==> config.mk <==
export PLATFORM = sky130hd
export DESIGN_NAME = cgc_mul
export DESIGN_NICKNAME = d
export VERILOG_FILES = /design/src/rtl/cgc_pkg.sv /design/src/rtl/cgc_mul.sv
export SDC_FILE = /design/constraint.sdc
export NUM_CORES = 2
export LEC_CHECK = 0
export ABC_AREA = 1
export ABC_CLOCK_PERIOD_IN_PS = 16520
export BUFFER_PORTS_ARGS = -buffer_cell sky130_fd_sc_hd__buf_4
export CORE_ASPECT_RATIO = 1.1
export CORE_MARGIN = 2
export CORE_UTILIZATION = 55
export DETAILED_ROUTE_END_ITERATION = 8
export PLACE_DENSITY = 0.72
export SETUP_SLACK_MARGIN = 0.4
export SYNTH_ARGS = -nofsm -noshare
export SYNTH_HDL_FRONTEND = slang
export SYNTH_SLANG_ARGS = --single-unit
==> constraint.sdc <==
create_clock -name clock -period 16.52 [get_ports clock]
set_input_delay 1.652 -clock clock [delete_from_list [all_inputs] [get_ports clock]]
set_output_delay 1.652 -clock clock [all_outputs]
set_load 0.05 [all_outputs]
==> src/rtl/cgc_pkg.sv <==
package cgc_pkg;

   // shared multiplier operand and product widths
   localparam int MUL_W = 34;
   localparam int PROD_W = 2 * MUL_W;

   // knee divider widths
   localparam int DIV_NUM_W = 28;
   localparam int DIV_DEN_W = 14;

   // 2^(2^-i) factors in Q30, entry 0 is 2.0
   localparam int ROOT_N = 21;

   typedef enum logic [2:0] {
      CSR_THRESHOLD     = 3'd0,
      CSR_KNEE          = 3'd1,
      CSR_SLOPE         = 3'd2,
      CSR_ALPHA_ATTACK  = 3'd3,
      CSR_ALPHA_RELEASE = 3'd4,
      CSR_MAKEUP        = 3'd5
   } csr_index_type;

   typedef struct packed {
      logic [15:0] level;
      logic        block_start;
   } req_payload_type;

   typedef struct packed {
      logic signed [15:0] reduction_db;
      logic [15:0]        gain_linear;
      logic signed [15:0] peak_level_db;
      logic signed [15:0] max_reduction_db;
   } rsp_payload_type;

   typedef struct packed {
      logic                 start;
      logic [DIV_NUM_W-1:0] dividend;
      logic [DIV_DEN_W-1:0] divisor;
   } div_req_type;

   typedef struct packed {
      logic                 done;
      logic [DIV_NUM_W-1:0] quotient;
   } div_rsp_type;

   typedef logic [31:0] root_table_type [ROOT_N];

   // floor square root, one result bit per step
   function automatic logic [63:0] isqrt64(input logic [63:0] x);
      logic [63:0] rem;
      logic [63:0] res;
      logic [63:0] bit_v;
      rem = x;
      res = '0;
      bit_v = 64'h4000_0000_0000_0000;
      for (int k = 0; k < 32; k++) begin
         if (rem >= res + bit_v) begin
            rem = rem - (res + bit_v);
            res = (res >> 1) + bit_v;
         end else begin
            res = res >> 1;
         end
         bit_v = bit_v >> 2;
      end
      return res;
   endfunction

   // each factor is the floor square root of the one before
   function automatic root_table_type root_table();
      root_table_type t;
      logic [63:0]    r;
      r = 64'h8000_0000;
      for (int i = 0; i < ROOT_N; i++) begin
         t[i] = r[31:0];
         r = isqrt64(r << 30);
      end
      return t;
   endfunction

endpackage

==> src/rtl/cgc_mul.sv <==
module cgc_mul (
   input  logic                                clock,
   input  logic signed [cgc_pkg::MUL_W-1:0]    mul_a,
   input  logic signed [cgc_pkg::MUL_W-1:0]    mul_b,
   output logic signed [cgc_pkg::PROD_W-1:0]   prod
);

   logic signed [cgc_pkg::PROD_W-1:0] prod_ff;

   always_ff @(posedge clock) begin
      prod_ff <= mul_a * mul_b;
   end

   assign prod = prod_ff;

endmodule

==> results.ini <==
[floorplanning]
design.die.area_mm2 = 0.0864
floorplan.rows = 111
dieHeight_um = 308
floorplan.initialDensity_pct = 55.5
core-area_mm2 = 0.0833
top_level_ports = 137
chipWidth_um = 280

[place]
hpwlAfterDp_um = 108000
global_placement_routability_congestion = 0.974
port-buffer-count = 136

[layout]
post_route_cells_drive_above_1_share_pct = 3.66
syn_to_final_growth_pct = 3.67
postLayoutCoreUtil_pct = 57.5
most_frequent_cells_in_the_layout = inv_1, nand2_1, fa_1
nets = 7363
largest_register_ffs = 68
layout.cells.most_common = inv_1

[critical_path]
critical_path.startpoint = mul_b[1]
timing.setup.critical_path_class = in -> reg
timing.critical_path.fanout_max = 34
critPathRequiredTime_ps = 16780
cp.arrival_ps = 9250
crit_path_launch_type = primary input
setup.worst_path.end_class = flop

[synth]
synth_cells = 5972
async_reset_ff_share_pct = 0
syn_area_mm2 = 0.0462
synth.yosys.warnings = 0
post_synth_num_cell_types = 32
dominantRegCellSynth = dfxtp_1
synth_edf_count = 0
ys_ff_latch = 68
syn_avg_cell_area_um2 = 7.74
synth_seq_area_share_pct = 2.95
synth_nets = 7486

[sta]
setup-violations-final = 0
worst_slew_margin_rel_pct = 27.4
setup_repair_after_global_routing_missed_its_margin = no
fmax_mhz = 111
slew_violations = 0
layout_worst_path_cycle_share_pct = 54.4
timing.final.hold_violations = 0
timing_worst_slew_pin_value_ps = 1090
final.min_clock_period_ps = 8990
setup-tns-final_ps = 0

[clock_network]
clock_net_sink_count = 68
clkTransAtPathRegs_ps = 60
hold_buffers = 0
clk_root_buffer_cell = clkbuf_16
ctsHtreeMaxLevel = 3
cts-buffers-inserted = 9
clockBufferDepth = 2
tritoncts = yes
post_cts_resized = 0
postCtsSetupBuffers = 0

[route]
routed_wire_length_um = 131000
drt-wirelength-per-cell_um = 18.9
drtPass1Iterations = 7
ant_nets = 0
vias = 35490
drt_iter0_drc = 2481
vias_per_cell = 5.12
residual_drc_count = 0

[outcome]
status = completed

[grt]
grt_max_degree = 36
grt_antenna_before_repair = 9
remaining_overflow_grt = 0
number_of_global_route_vias_before_repair = 38588
gr-usage-all-layers_pct = 32.2
global_route_wire_length_before_repair_um = 212000

[worst_hold_path]
holdCritPathClass = in -> reg
hold_path.startpoint = mul_b[0]

[flow_run]
maxCapViolCount = 0

==> path summary, 6_finish.rpt <==
| kind | slack (ps) | depth (start not counted) | to |
|---|---|---|---|
| min | 1730 | 3 | prod[0] |
| max | 7530 | 23 | prod[59] |
==> critical path, stage by stage <==
cell and delay, ps:
buf_4 350, nand2_1 170, inv_1 160, fa_1 490
fa_1 560, fa_1 950, fa_1 1040, inv_1 220
fa_1 500, fa_1 550, inv_1 60, fa_1 550
fa_1 410, ha_1 440, nand2_1 140, nor2_1 240
nand3_1 200, inv_1 150, nand2_1 80, nor3_2 100
nand2_1 90, nand4_1 80, nand2_1 60
==> cell type report <==
class                      instances  area, um^2
tap                             1073        1340
sequential                        68        1360
clock inverter                     4        72.6
antenna                            7        17.5
clock buffer                      11         253
multi-input combinational       3514       35900
timing repair buffer             137        1030
fill                            7719       35400
inverter                        2119        7950
==> through the flow <==
| step | area (um^2) | std cells | setup slack [ps] | hold slack (ps) |
|---|---|---|---|---|
| 6_report | 47900 | 6933 | 7530 | 1730 |
| 5_1_grt | 47900 | 6933 | 6980 | 1720 |
| 4_1_cts | 47900 | 6926 | 7520 | 1710 |
| 3_5_place_dp | 47600 | 6911 | 7140 | 2100 |
| 3_3_place_gp | 47600 | 6911 | 7300 | 2100 |
| 2_1_floorplan | 46200 | 5972 | 8040 | 1930 |
==> cells in the mapped netlist, types with 4 or more instances <==
library cell | instances | share of area, %
inv_1 | 2116 | 17
nand2_1 | 1661 | 13
fa_1 | 1241 | 54
clkbuf_1 | 269 | 2.2
ha_1 | 204 | 5.5
nor2_1 | 115 | 0.93
nand3_1 | 70 | 0.76
dfxtp_1 | 68 | 2.9
a21oi_1 | 59 | 0.64
xor2_1 | 33 | 0.63
nand2_2 | 20 | 0.27
nand4_1 | 19 | 0.26
o21ai_0 | 18 | 0.19
nor3_1 | 15 | 0.16
o21bai_1 | 11 | 0.18
nor2_2 | 9 | 0.12
or2_2 | 8 | 0.11
nand3_2 | 7 | 0.15
nor3_2 | 5 | 0.11
a21oi_2 | 4 | 0.076
==> cells by family after synthesis <==
logic type | count (synthesis) | share of synthesized area [%]
AO/OA/AOI/OAI | 95 | 1.13
XOR/XNOR | 35 | 0.663
adder cells (fa/ha/maj) | 1445 | 59.3
buffers and inverters | 2390 | 19.4
flip-flops | 68 | 2.95
AND/OR/NAND/NOR | 1939 | 16.6
==> metal layers <==
metal,up-vias,share of wire [%],track usage [%]
met4,2,3.9,11.7
met2,1397,49,54.4
li1,15763,-,-
met3,296,7.3,4.46
met5,-,0.0061,0
met1,18032,39,42.5
Power is not shown: default switching activity piles up to over one toggle a cycle in this logic, so the estimate is an artifact.
