$ cat config.mk
export PLATFORM = sky130hd
export DESIGN_NAME = cgc_div
export DESIGN_NICKNAME = d
export VERILOG_FILES = /design/src/rtl/cgc_pkg.sv /design/src/rtl/cgc_div.sv
export SDC_FILE = /design/constraint.sdc
export NUM_CORES = 1
export LEC_CHECK = 0
export BUFFER_PORTS_ARGS = -buffer_cell sky130_fd_sc_hd__buf_2
export CAP_MARGIN = 20
export CORE_MARGIN = 1.5
export CORE_UTILIZATION = 56
export CTS_BUF_LIST = sky130_fd_sc_hd__clkbuf_4
export DETAILED_ROUTE_END_ITERATION = 10
export PLACE_DENSITY_LB_ADDON = 0.2
export SETUP_SLACK_MARGIN = 0.05
export SYNTH_ARGS = -nofsm -noshare
export SYNTH_HDL_FRONTEND = slang
export SYNTH_SLANG_ARGS = --single-unit
$ cat constraint.sdc
create_clock -name clock -period 2.55 [get_ports clock]
set_clock_uncertainty 0.15 [all_clocks]
set_input_delay 0.1275 -clock clock [delete_from_list [all_inputs] [get_ports clock]]
set_output_delay 0.1275 -clock clock [all_outputs]
set_load 0.1 [all_outputs]
$ cat src/rtl/cgc_pkg.sv
package cgc_pkg;

   // shared multiplier operand and product widths
   localparam int MUL_W = 34;
   localparam int PROD_W = 2 * MUL_W;

   // knee divider widths
   localparam int DIV_NUM_W = 28;
   localparam int DIV_DEN_W = 14;

   // 2^(2^-i) factors in Q30, entry 0 is 2.0
   localparam int ROOT_N = 21;

   typedef enum logic [2:0] {
      CSR_THRESHOLD     = 3'd0,
      CSR_KNEE          = 3'd1,
      CSR_SLOPE         = 3'd2,
      CSR_ALPHA_ATTACK  = 3'd3,
      CSR_ALPHA_RELEASE = 3'd4,
      CSR_MAKEUP        = 3'd5
   } csr_index_type;

   typedef struct packed {
      logic [15:0] level;
      logic        block_start;
   } req_payload_type;

   typedef struct packed {
      logic signed [15:0] reduction_db;
      logic [15:0]        gain_linear;
      logic signed [15:0] peak_level_db;
      logic signed [15:0] max_reduction_db;
   } rsp_payload_type;

   typedef struct packed {
      logic                 start;
      logic [DIV_NUM_W-1:0] dividend;
      logic [DIV_DEN_W-1:0] divisor;
   } div_req_type;

   typedef struct packed {
      logic                 done;
      logic [DIV_NUM_W-1:0] quotient;
   } div_rsp_type;

   typedef logic [31:0] root_table_type [ROOT_N];

   // floor square root, one result bit per step
   function automatic logic [63:0] isqrt64(input logic [63:0] x);
      logic [63:0] rem;
      logic [63:0] res;
      logic [63:0] bit_v;
      rem = x;
      res = '0;
      bit_v = 64'h4000_0000_0000_0000;
      for (int k = 0; k < 32; k++) begin
         if (rem >= res + bit_v) begin
            rem = rem - (res + bit_v);
            res = (res >> 1) + bit_v;
         end else begin
            res = res >> 1;
         end
         bit_v = bit_v >> 2;
      end
      return res;
   endfunction

   // each factor is the floor square root of the one before
   function automatic root_table_type root_table();
      root_table_type t;
      logic [63:0]    r;
      r = 64'h8000_0000;
      for (int i = 0; i < ROOT_N; i++) begin
         t[i] = r[31:0];
         r = isqrt64(r << 30);
      end
      return t;
   endfunction

endpackage

$ cat src/rtl/cgc_div.sv
module cgc_div (
   input  logic                  clock,
   input  logic                  reset,
   input  cgc_pkg::div_req_type  div_req,
   output cgc_pkg::div_rsp_type  div_rsp
);

   localparam int NUM_W = cgc_pkg::DIV_NUM_W;
   localparam int DEN_W = cgc_pkg::DIV_DEN_W;
   localparam int CNT_W = $clog2(NUM_W + 1);

   logic [NUM_W-1:0] quo_ff, quo_in;
   logic [DEN_W-1:0] den_ff, den_in;
   logic [DEN_W-1:0] rem_ff, rem_in;
   logic [CNT_W-1:0] cnt_ff, cnt_in;
   logic             busy_ff, busy_in;
   logic             done_ff, done_in;
   logic [DEN_W:0]   trial;

   // restoring division, one quotient bit per cycle
   always_comb begin
      trial = {rem_ff, quo_ff[NUM_W-1]};
      quo_in = quo_ff;
      den_in = den_ff;
      rem_in = rem_ff;
      cnt_in = cnt_ff;
      busy_in = busy_ff;
      done_in = 1'b0;
      if (div_req.start) begin
         quo_in = div_req.dividend;
         den_in = div_req.divisor;
         rem_in = '0;
         cnt_in = CNT_W'(NUM_W);
         busy_in = 1'b1;
      end else if (busy_ff) begin
         if (trial >= {1'b0, den_ff}) begin
            rem_in = DEN_W'(trial - {1'b0, den_ff});
            quo_in = {quo_ff[NUM_W-2:0], 1'b1};
         end else begin
            rem_in = trial[DEN_W-1:0];
            quo_in = {quo_ff[NUM_W-2:0], 1'b0};
         end
         cnt_in = cnt_ff - 1'b1;
         if (cnt_ff == CNT_W'(1)) begin
            busy_in = 1'b0;
            done_in = 1'b1;
         end
      end
   end

   always_ff @(posedge clock) begin
      if (reset) begin
         busy_ff <= 1'b0;
         done_ff <= 1'b0;
         cnt_ff <= '0;
      end else begin
         busy_ff <= busy_in;
         done_ff <= done_in;
         cnt_ff <= cnt_in;
      end
   end

   always_ff @(posedge clock) begin
      quo_ff <= quo_in;
      den_ff <= den_in;
      rem_ff <= rem_in;
   end

   assign div_rsp.done = done_ff;
   assign div_rsp.quotient = quo_ff;

endmodule

==> reports/qor.yml, run 1 <==
floorplanning:
  num_rows: 27
  fp.dieW_um: 79.6
  coreArea_um2: 5570
  start_util: 0.590
  io_pins: 74
  fp.dieH_um: 79.6
  dieArea_um2: 6340
synth:
  netlist_instances: 276
  synth_top_family_by_area: "multiplexers"
  synth_xor_area_frac: 0.0426
  ys_warn_count: 0
  synthDistinctLibCells: 55
  synth_edf_count: 42
  ys_seq_area_frac: 0.511
  synth_fa_ha_area_frac: 0.0707
  ys.flop_type: "edfxtp_1"
  synth_area_um2: 3290
  avgSynthCellArea_um2: 11.9
  synth_compound_area_frac: 0.113
  synth_async_sr_flop_share: 0
  ys_seq_elements: 63
  yosys.area_share.simple: 0.0955
  syn-num-nets: 339
  muxShareOfSynthArea: 0.114
timing:
  slew_headroom: 0.420
  fin_crit_sh: 0.951
  worst_slew_pin_slew_ps: 867
  finalCriticalPeriod_ps: 2430
  maxSlewViolCount: 0
  hold_viol: 0
  setup-tns-final_ps: 0
  rsz0062_at_grt: "true"
  timing.final.ws_setup_ps: 125
  setup_viol: 0
  fmax_mhz: 412
route:
  vias_per_cell: 5.35
  wirelength_um: 7630
  post_drt_wl_per_cell_um: 15.9
  drt_iter0_markers: 167
  final_antenna_net_count: 0
  drc: 0
  vias: 2567
  drt_first_pass_iters: 5
layout:
  seqCellArea_um2: 1680
  final_util: 0.780
  drive_gt1_frac: 0.360
  area_growth_pct: 32.2
  n_antenna_cell: 0
  nFillCells: 353
  multiInputGateArea_um2: 1490
  stdcell_count: 480
  nets: 466
job:
  max_cap_viol_count: 0
setup_path:
  crit_type: "register to register"
  path_max_fanout: 3
  cp-end-kind: "register"
  cp_data_required_time_ps: 2690
  cp.arrival_ps: 2570
  cp-start-kind: "register"
clocking:
  cts.sinks: 63
  clockBufferDepth: 2
  clock-root-buffer: "clkbuf_4"
  insertion_delay_ps: 390
  cts_buffers: 9
  cts_tree: "done"
  cts.reportedPaths.clkPinSlew_ps: 100
  htreeDepth: 3
power:
  p_sw_mw: 0.937
  p_comb_frac: 0.292
  power_density_nw_per_um2: 614
  clkPwrFrac: 0.248
  sequentialPowerShare: 0.460
  p_leak_nw: 1.85
  ir_drop_v: 0.000550
  switching_share: 0.351
  intPower_mw: 1.73
global_routing:
  grt_pass1_wl_um: 12400
  grt_start_max_net_pins: 50
  track_usage: 0.260
  antenna_found_initial: 0
  grt_pass1_vias: 2658
  grt_overflow: 0
placement:
  dp_hpwl_um: 4710
  place.gp.congestion: 0.848
  pre_cts_ws_ps: -8.34
  place_inst: 418
  portBuffers: 73
min_path:
  holdCritPathClass: "input port to register"
outcome:
  outcome: "finished clean"
[Yosys cell counts (6+ instances only)]
cell,instances,area share
edfxtp_1,42,0.38
mux2_2,28,0.096
dfxtp_1,21,0.13
inv_1,20,0.023
nand2_1,19,0.022
ha_1,17,0.065
nor2_1,17,0.019
o21ai_0,11,0.017
a21oi_1,9,0.014
xnor2_1,8,0.021
xor2_1,8,0.021
mux2i_1,6,0.018
[metrics by stage]
stage                     area [µm²]  hold slack [ps]  total power, mW
after floorplan                 3320             49.9             1.81
after global placement          3740              154             1.94
after detailed placement        3740              156             1.95
after CTS                       4310              269             2.66
after global routing            4350              268             2.78
final                           4350              296             2.67
[critical path, stage by stage (launching register included)]
cell	delay, ps
edfxtp_1	420
inv_2	110
ha_4	130
inv_2	30
fa_2	420
a211oi_4	310
o211ai_1	140
a31o_2	230
a21oi_2	130
xor2_1	150
o21ai_1	80
[registers in the layout, indices dropped and copies added (netlist names)]
| name | flops |
|---|---|
| quo_ff | 28 |
| rem_ff | 14 |
| den_ff | 14 |
| busy_ff | 1 |
| cnt_ff | 5 |
| done_ff | 1 |
[layout by cell type, fill, tap and decap left out, drive strengths merged, types with 2 or more instances in the layout]
cell type,n
clkinv,4
a31oi,3
mux2i,6
clkbuf,11
nor3,4
dlygate4sd3,44
nor2,17
o211ai,5
xor2,8
a21oi,10
o21ai,15
edfxtp,42
mux2,28
nand2b,4
a31o,2
a32oi,3
xnor2,8
buf,83
a21o,2
a311oi,2
nor4b,2
dfxtp,21
inv,20
ha,17
nand4,2
nand2,21
a211oi,2
[cell type report]
class                           count  area share
Multi-Input combinational cell    182       0.343
Sequential cell                    63       0.387
Clock inverter                      5      0.0112
Timing Repair Buffer              127       0.203
Inverter                           20      0.0173
Tap cell                           72      0.0207
Clock buffer                       11      0.0190
[power by group through the flow]
| stage | logic (mW) | clock network (mW) | registers, mW |
|---|---|---|---|
| after floorplan | 0.235 | 0 | 1.58 |
| after global placement | 0.698 | 0 | 1.24 |
| after detailed placement | 0.704 | 0 | 1.25 |
| after CTS | 0.759 | 0.676 | 1.22 |
| after global routing | 0.823 | 0.721 | 1.24 |
| final | 0.780 | 0.663 | 1.23 |
[per-layer routing]
layer | track usage | vias up | routed length (µm)
li1 | - | 1263 | -
met1 | 0.307 | 1222 | 3210
met2 | 0.449 | 73 | 3880
met3 | 0.0640 | 9 | 439
met4 | 0.107 | 0 | 105
met5 | 0 | - | 0
[what timing repair did]
action                                 CTS  global route
setup endpoints to repair                3             5
setup buffers                            0             2
pin swaps                                0             7
resized for setup                        1             7
endpoints found under the hold margin   53             0
hold buffers                            44             0
[logic make-up (layout without fill, tap and decap cells)]
kind of cell    Yosys count  after routing
fa+ha+maj                18             18
xor+xnor                 16             16
simple gates             61             61
flops                    63             63
compound gates           53             53
buf+inv                  31            163
mux                      34             34
[path summary, 6_finish.rpt]
path / slack (ps) / to / depth (start not counted) / startpoint
worst max-delay path: 120 / rem_ff[10]$_SDFFE_PP0P_ / 10 / quo_ff[27]$_DFFE_PP_
worst max register to register: 120 / rem_ff[10]$_SDFFE_PP0P_ / 10 / quo_ff[27]$_DFFE_PP_
worst min-delay path: 300 / den_ff[13]$_DFFE_PP_ / 2 / div_req[13]
worst min register to register: 330 / rem_ff[4]$_SDFFE_PP0P_ / 2 / rem_ff[4]$_SDFFE_PP0P_
Power figures use the tool's default switching activity.
==> run 2: changes to the inputs <==
--- a/config.mk
+++ b/config.mk
@@ -11,7 +11,7 @@
 export CORE_UTILIZATION = 56
 export CTS_BUF_LIST = sky130_fd_sc_hd__clkbuf_4
 export DETAILED_ROUTE_END_ITERATION = 10
-export PLACE_DENSITY_LB_ADDON = 0.2
+export PLACE_DENSITY = 0.82
 export SETUP_SLACK_MARGIN = 0.05
 export SYNTH_ARGS = -nofsm -noshare
 export SYNTH_HDL_FRONTEND = slang
==> reports/qor.yml, run 2 (synthesis gave the netlist of run 1 again) <==
clocking:
  clockBufferDepth: 2  # unchanged
  htreeDepth: 3  # unchanged
  insertion_delay_ps: 420  # +30 ps
  cts_tree: "done"
  cts.sinks: 63  # unchanged
  cts_buffers: 9  # unchanged
  cts.reportedPaths.clkPinSlew_ps: 110  # about the same
  clock-root-buffer: "clkbuf_4"
layout:
  postLayoutCellArea_um2: 4350  # about the same
  final_common_cell: "buf_2"
  largestRegisters: "quo_ff: 28 flops, den_ff: 14 flops, rem_ff: 14 flops"
  drive_gt1_frac: 0.361  # +0.00109
  stdcell_count: 476  # -0.83%
  n_antenna_cell: 0  # unchanged
  largest_reg_flops: 28  # unchanged
  top_register: "quo_ff"
  nets: 462  # -0.86%
  final_cell_mix: "73 x buf_2, 43 x dlygate4sd3_1, 42 x edfxtp_1, 28 x mux2_2, 21 x dfxtp_1"
  area_growth_pct: 32.2  # about the same
route:
  final_antenna_net_count: 0  # unchanged
  drt_first_pass_iters: 4  # -1
  post_drt_wl_per_cell_um: 17.6  # +11%
  vias_per_cell: 5.48  # +2.4%
  drt_iter0_markers: 303  # +81%
  drc: 0  # unchanged
  wirelength_um: 8390  # +9.9%
  vias: 2607  # +1.6%
timing:
  finalCriticalPeriod_ps: 2490  # +66.8 ps
  fin_crit_sh: 0.977  # +0.0262
  fmax_mhz: 401  # -2.7%
  fin_hold_ws_ps: 89.3  # -206 ps
  maxSlewViolCount: 0  # unchanged
  worst_slew_pin_slew_ps: 909  # +41.7 ps
  rsz0062_at_grt: "true"
  setup_viol: 0  # unchanged
  hold_viol: 0  # unchanged
  slew_headroom: 0.392  # -0.0279
placement:
  dpl_cell_area_um2: 3720  # -0.40%
  portBuffers: 73  # unchanged
  place_inst: 416  # -0.48%
  place.gp.congestion: 0.915  # +7.9%
  dp_hpwl_um: 4980  # +5.7%
floorplanning:
  num_rows: 27  # unchanged
  dieArea_um2: 6340  # unchanged
  coreArea_um2: 5570  # unchanged
  fp.dieW_um: 79.6  # unchanged
  start_util: 0.590  # unchanged
  io_pins: 74  # unchanged
  fp.dieH_um: 79.6  # unchanged
power:
  p_total_mw: 2.83  # +5.9%
  ir_drop_v: 0.000551  # +0.22%
  power_density_nw_per_um2: 650  # +6.0%
  p_leak_nw: 1.84  # -0.36%
setup_path:
  crit_type: "register to register"
  cp.arrival_ps: 2640  # +70 ps
  cp-end-kind: "register"
  cp-start-kind: "register"
  reg2reg_to: "rem_ff[4]$_SDFFE_PP0P_"
  path_max_fanout: 9  # +6
  cp_data_required_time_ps: 2700  # about the same
  r2r_start: "den_ff[12]$_DFFE_PP_"
  r2r_slack_ps: 60  # -70 ps
  startpoint: "den_ff[12]$_DFFE_PP_"
  cp-endpoint: "rem_ff[4]$_SDFFE_PP0P_"
  reg2regPathDepth: 9  # -1
global_routing:
  track_usage: 0.286  # +0.0268
  grt_pass1_vias: 2701  # +1.6%
  grt_pass1_wl_um: 13300  # +7.7%
  grt_overflow: 0  # unchanged
  antenna_found_initial: 0  # unchanged
  grt_start_max_net_pins: 53  # +6.0%
job:
  max_cap_viol_count: 0  # unchanged
min_path:
  holdCritPathClass: "input port to register"
outcome:
  outcome: "finished clean"
## run 2: changes by cell type in the layout (fill, tap and decap cells not counted), sizes merged
| cell | delta |
|---|---|
| clkinv | -4 |
| buf | -3 |
| clkbuf | +2 |
| bufinv | +1 |
| clkinvlp | +1 |
| dlygate4sd3 | -1 |
## run 2: critical path, cell delays in order, from the launching register on
cell and delay [ps]:
edfxtp_1 350, inv_1 50, ha_1 370, a21o_1 220, a211oi_2 250, o211ai_2 140
or2_4 320, buf_4 180, mux2i_1 240, o21ai_1 90
## run 2: metal layers
metal	track usage	vias up	part of all wire
li1	-	1258	-
met1	0.323	1245	0.40
met2	0.490	81	0.51
met3	0.101	23	0.059
met4	0.119	0	0.027
met5	0	-	0
## run 2: through the flow
stage	setup slack [ps]	setup TNS [ps]	utilization
after global routing	-17.7	-35.2	0.780
final	57.9	0	0.780
after floorplan	-252	-1040	-
after CTS	176	0	0.775
after global placement	146	0	0.668
after detailed placement	59.2	0	0.668
## run 2: worst min path at each step
stage                      startpoint  depth (start not counted)                endpoint
final                     div_req[42]                          4  rem_ff[1]$_SDFFE_PP0P_
after floorplan                 reset                          1      busy_ff$_SDFF_PP0_
after detailed placement   div_req[5]                          1     den_ff[5]$_DFFE_PP_
after global routing      div_req[42]                          4  rem_ff[0]$_SDFFE_PP0P_
after global placement    div_req[12]                          1    den_ff[12]$_DFFE_PP_
after CTS                 div_req[42]                          4  rem_ff[1]$_SDFFE_PP0P_
## run 2: repair_timing
item,4_1_cts,5_1_grt
pin swaps,0,2
endpoints found under the hold margin,49,0
resized for setup,1,6
hold buffers,43,0
setup buffers,0,1
endpoints found under the setup margin,2,7
## run 2: where the power goes
group	switching, mW	internal (mW)	total (mW)
clock	0.373	0.443	0.816
sequential	0.0467	1.18	1.23
combinational	0.552	0.230	0.782
total	0.972	1.86	2.83
## run 2: cell type report
type	instances	area, µm²
Clock buffer	13	97.6
Clock inverter	3	67.6
Timing Repair Buffer	123	848
Fill cell	343	1230
Inverter	20	75.1
Sequential cell	63	1680
Tap cell	72	90.1
Multi-Input combinational cell	182	1490
==> run 3: changes to the inputs <==
--- a/config.mk
+++ b/config.mk
@@ -8,10 +8,9 @@
 export BUFFER_PORTS_ARGS = -buffer_cell sky130_fd_sc_hd__buf_2
 export CAP_MARGIN = 20
 export CORE_MARGIN = 1.5
-export CORE_UTILIZATION = 56
+export CORE_UTILIZATION = 35
 export CTS_BUF_LIST = sky130_fd_sc_hd__clkbuf_4
 export DETAILED_ROUTE_END_ITERATION = 10
-export PLACE_DENSITY = 0.82
 export SETUP_SLACK_MARGIN = 0.05
 export SYNTH_ARGS = -nofsm -noshare
 export SYNTH_HDL_FRONTEND = slang
==> reports/qor.yml, run 3 (synthesis gave the netlist of run 1 again) <==
setup_path:
  crit_type: "register to register"
  cp-start-kind: "register"
  reg2regPathDepth: 10  # +1
  cp-end-kind: "register"
  worstPathCellList: "inv_2 -> ha_1 -> inv_1 -> fa_2 -> a211oi_4 -> o211ai_1 -> a31o_2 -> a21oi_2 -> xor2_1 -> o21ai_0"
  cpLargestDelayFamily: "compound AO/OA/AOI/OAI gates"
  r2r_start: "quo_ff[27]$_DFFE_PP_"
  cp.arrival_ps: 2540  # -100 ps
  path_max_fanout: 3  # -6
  path_buf_inv: 2  # unchanged
  cpMaxStageDelayCell: "edfxtp_1"
  cp_data_required_time_ps: 2710  # about the same
  slowest_delay_ps: 410  # +40 ps
  r2r_slack_ps: 170  # +110 ps
  reg2reg_to: "rem_ff[10]$_SDFFE_PP0P_"
timing:
  hold_viol: 0  # unchanged
  slew_headroom: 0.345  # -0.0475
  setup-tns-final_ps: 0  # unchanged
  finalCriticalPeriod_ps: 2380  # -111 ps
  worst_slew_pin_slew_ps: 980  # +70.9 ps
  maxSlewViolCount: 0  # unchanged
  setup_viol: 0  # unchanged
  fin_crit_sh: 0.934  # -0.0434
  timing.final.ws_setup_ps: 169  # +111 ps
  fmax_mhz: 420  # +4.7%
  rsz0062_at_grt: "false"
placement:
  pre_cts_ws_ps: 109  # +49.6 ps
  place.gp.congestion: 0.848  # -7.4%
  portBuffers: 73  # unchanged
  place_inst: 460  # +11%
  dpl_cell_area_um2: 3810  # +2.3%
  dp_hpwl_um: 5160  # +3.7%
layout:
  top_register: "quo_ff"
  nFillCells: 890  # +160%
  final_cell_mix: "73 x buf_2, 43 x dlygate4sd3_1, 42 x edfxtp_1, 28 x mux2_2, 21 x dfxtp_1"
  drive_gt1_frac: 0.357  # -0.00442
  largestRegisters: "quo_ff: 28 flops, den_ff: 14 flops, rem_ff: 14 flops"
  final_common_cell: "buf_2"
  nets: 467  # +1.1%
  stdcell_count: 520  # +9.2%
  n_antenna_cell: 0  # unchanged
  postLayoutCellArea_um2: 4400  # +1.2%
  area_growth_pct: 33.7
  largest_reg_flops: 28  # unchanged
floorplanning:
  io_pins: 74  # unchanged
  num_rows: 35  # +30%
  dieArea_um2: 9990  # +57%
  coreArea_um2: 9200  # +65%
  fp.dieW_um: 99.9  # +25%
  fp.dieH_um: 99.9  # +25%
  start_util: 0.358  # -0.232
power:
  intPower_mw: 1.74  # -6.5%
  clkPwrFrac: 0.265  # -0.024
  p_total_mw: 2.73  # -3.6%
  p_comb_frac: 0.284  # +0.007
  switching_share: 0.363  # +0.0197
  sequentialPowerShare: 0.450  # +0.015
  power_density_nw_per_um2: 620  # -4.7%
  p_leak_nw: 1.85  # +0.47%
  p_sw_mw: 0.991  # +1.9%
  ir_drop_v: 0.000528  # -4.3%
min_path:
  holdCritPathClass: "input port to register"
  worstHoldStart: "div_req[42]"
  whs_path_depth: 3  # -1
  hold-path-endpoint: "rem_ff[5]$_SDFFE_PP0P_"
global_routing:
  antenna_found_initial: 0  # unchanged
  grt_start_max_net_pins: 30  # -43%
  grt_pass1_vias: 2712  # +0.41%
  track_usage: 0.168  # -0.119
  grt_overflow: 0  # unchanged
  grt_pass1_wl_um: 13000  # -2.6%
clocking:
  cts_buffers: 9  # unchanged
  cts_tree: "done"
  htreeDepth: 3  # unchanged
  clock-root-buffer: "clkbuf_4"
  clockBufferDepth: 2  # unchanged
  cts.reportedPaths.clkPinSlew_ps: 120  # about the same
  cts.sinks: 63  # unchanged
  insertion_delay_ps: 430  # about the same
outcome:
  outcome: "finished clean"
route:
  drt_first_pass_iters: 4  # unchanged
  drc: 0  # unchanged
  drt_iter0_markers: 120  # -60%
  post_drt_wl_per_cell_um: 14.9  # -15%
  vias_per_cell: 4.94  # -9.8%
  final_antenna_net_count: 0  # unchanged
  vias: 2570  # -1.4%
  wirelength_um: 7770  # -7.4%
job:
  max_cap_viol_count: 0  # unchanged
[run 3: cell count changes in the layout (fill, tap and decap cells not counted), sizes merged]
cell and change:
buf +5, clkinv +1, clkbuf -3, bufinv -1, inv +3
[run 3: worst max path at each step]
| stage | end | slack [ps] | cells past startpoint | start |
|---|---|---|---|---|
| after floorplan | quo_ff[0]$_DFFE_PP_ | -250 | 9 | quo_ff[27]$_DFFE_PP_ |
| after global placement | rem_ff[1]$_SDFFE_PP0P_ | 80 | 9 | den_ff[2]$_DFFE_PP_ |
| after detailed placement | rem_ff[1]$_SDFFE_PP0P_ | 110 | 9 | den_ff[3]$_DFFE_PP_ |
| after CTS | rem_ff[1]$_SDFFE_PP0P_ | 60 | 9 | den_ff[3]$_DFFE_PP_ |
| after global routing | rem_ff[10]$_SDFFE_PP0P_ | 50 | 10 | quo_ff[27]$_DFFE_PP_ |
| final | rem_ff[10]$_SDFFE_PP0P_ | 170 | 10 | quo_ff[27]$_DFFE_PP_ |
[run 3: area by class of cell]
class                   count  area (µm²)  area share
flip-flops and latches     63        1680       0.382
multi-input cells         182        1470       0.335
repair buffers            128         886       0.201
well taps                 111         139      0.0316
clock buffers              10        75.1      0.0171
inverters                  20        75.1      0.0171
clock inverters             6        67.6      0.0154
[run 3: power groups by stage]
| stage | clock network [mW] | registers, mW | logic (mW) |
|---|---|---|---|
| 3_5_place_dp | 0 | 1.25 | 0.714 |
| 3_3_place_gp | 0 | 1.25 | 0.709 |
| 4_1_cts | 0.753 | 1.23 | 0.767 |
| 2_1_floorplan | 0 | 1.58 | 0.235 |
| 5_1_grt | 0.790 | 1.24 | 0.824 |
| 6_report | 0.723 | 1.23 | 0.775 |
[run 3: worst min-delay path, stage by stage]
cell	delay [ps]
buf_2	110
buf_4	290
a311oi_1	70
[run 3: layer usage]
metal / up-vias / GRT usage / routed length, µm
met4: 0 / 0.0607 / 116
met2: 73 / 0.268 / 3660
li1: 1268 / - / -
met3: 12 / 0.0634 / 536
met1: 1217 / 0.207 / 3460
met5: - / 0 / 0
[run 3: stage by stage]
stage | hold WS [ps] | utilization
floorplan | 49.9 | -
finish | 64.8 | 0.478
global route | 67.6 | 0.478
detailed placement | 156 | 0.414
CTS | 49.3 | 0.476
global placement | 156 | 0.414
[run 3: repair_timing]
| item | CTS | global route |
|---|---|---|
| gates resized for setup | 0 | 2 |
| hold buffers | 43 | 0 |
| setup endpoints to repair | 0 | 11 |
| setup buffers | 0 | 1 |
| hold endpoints to repair | 49 | 0 |
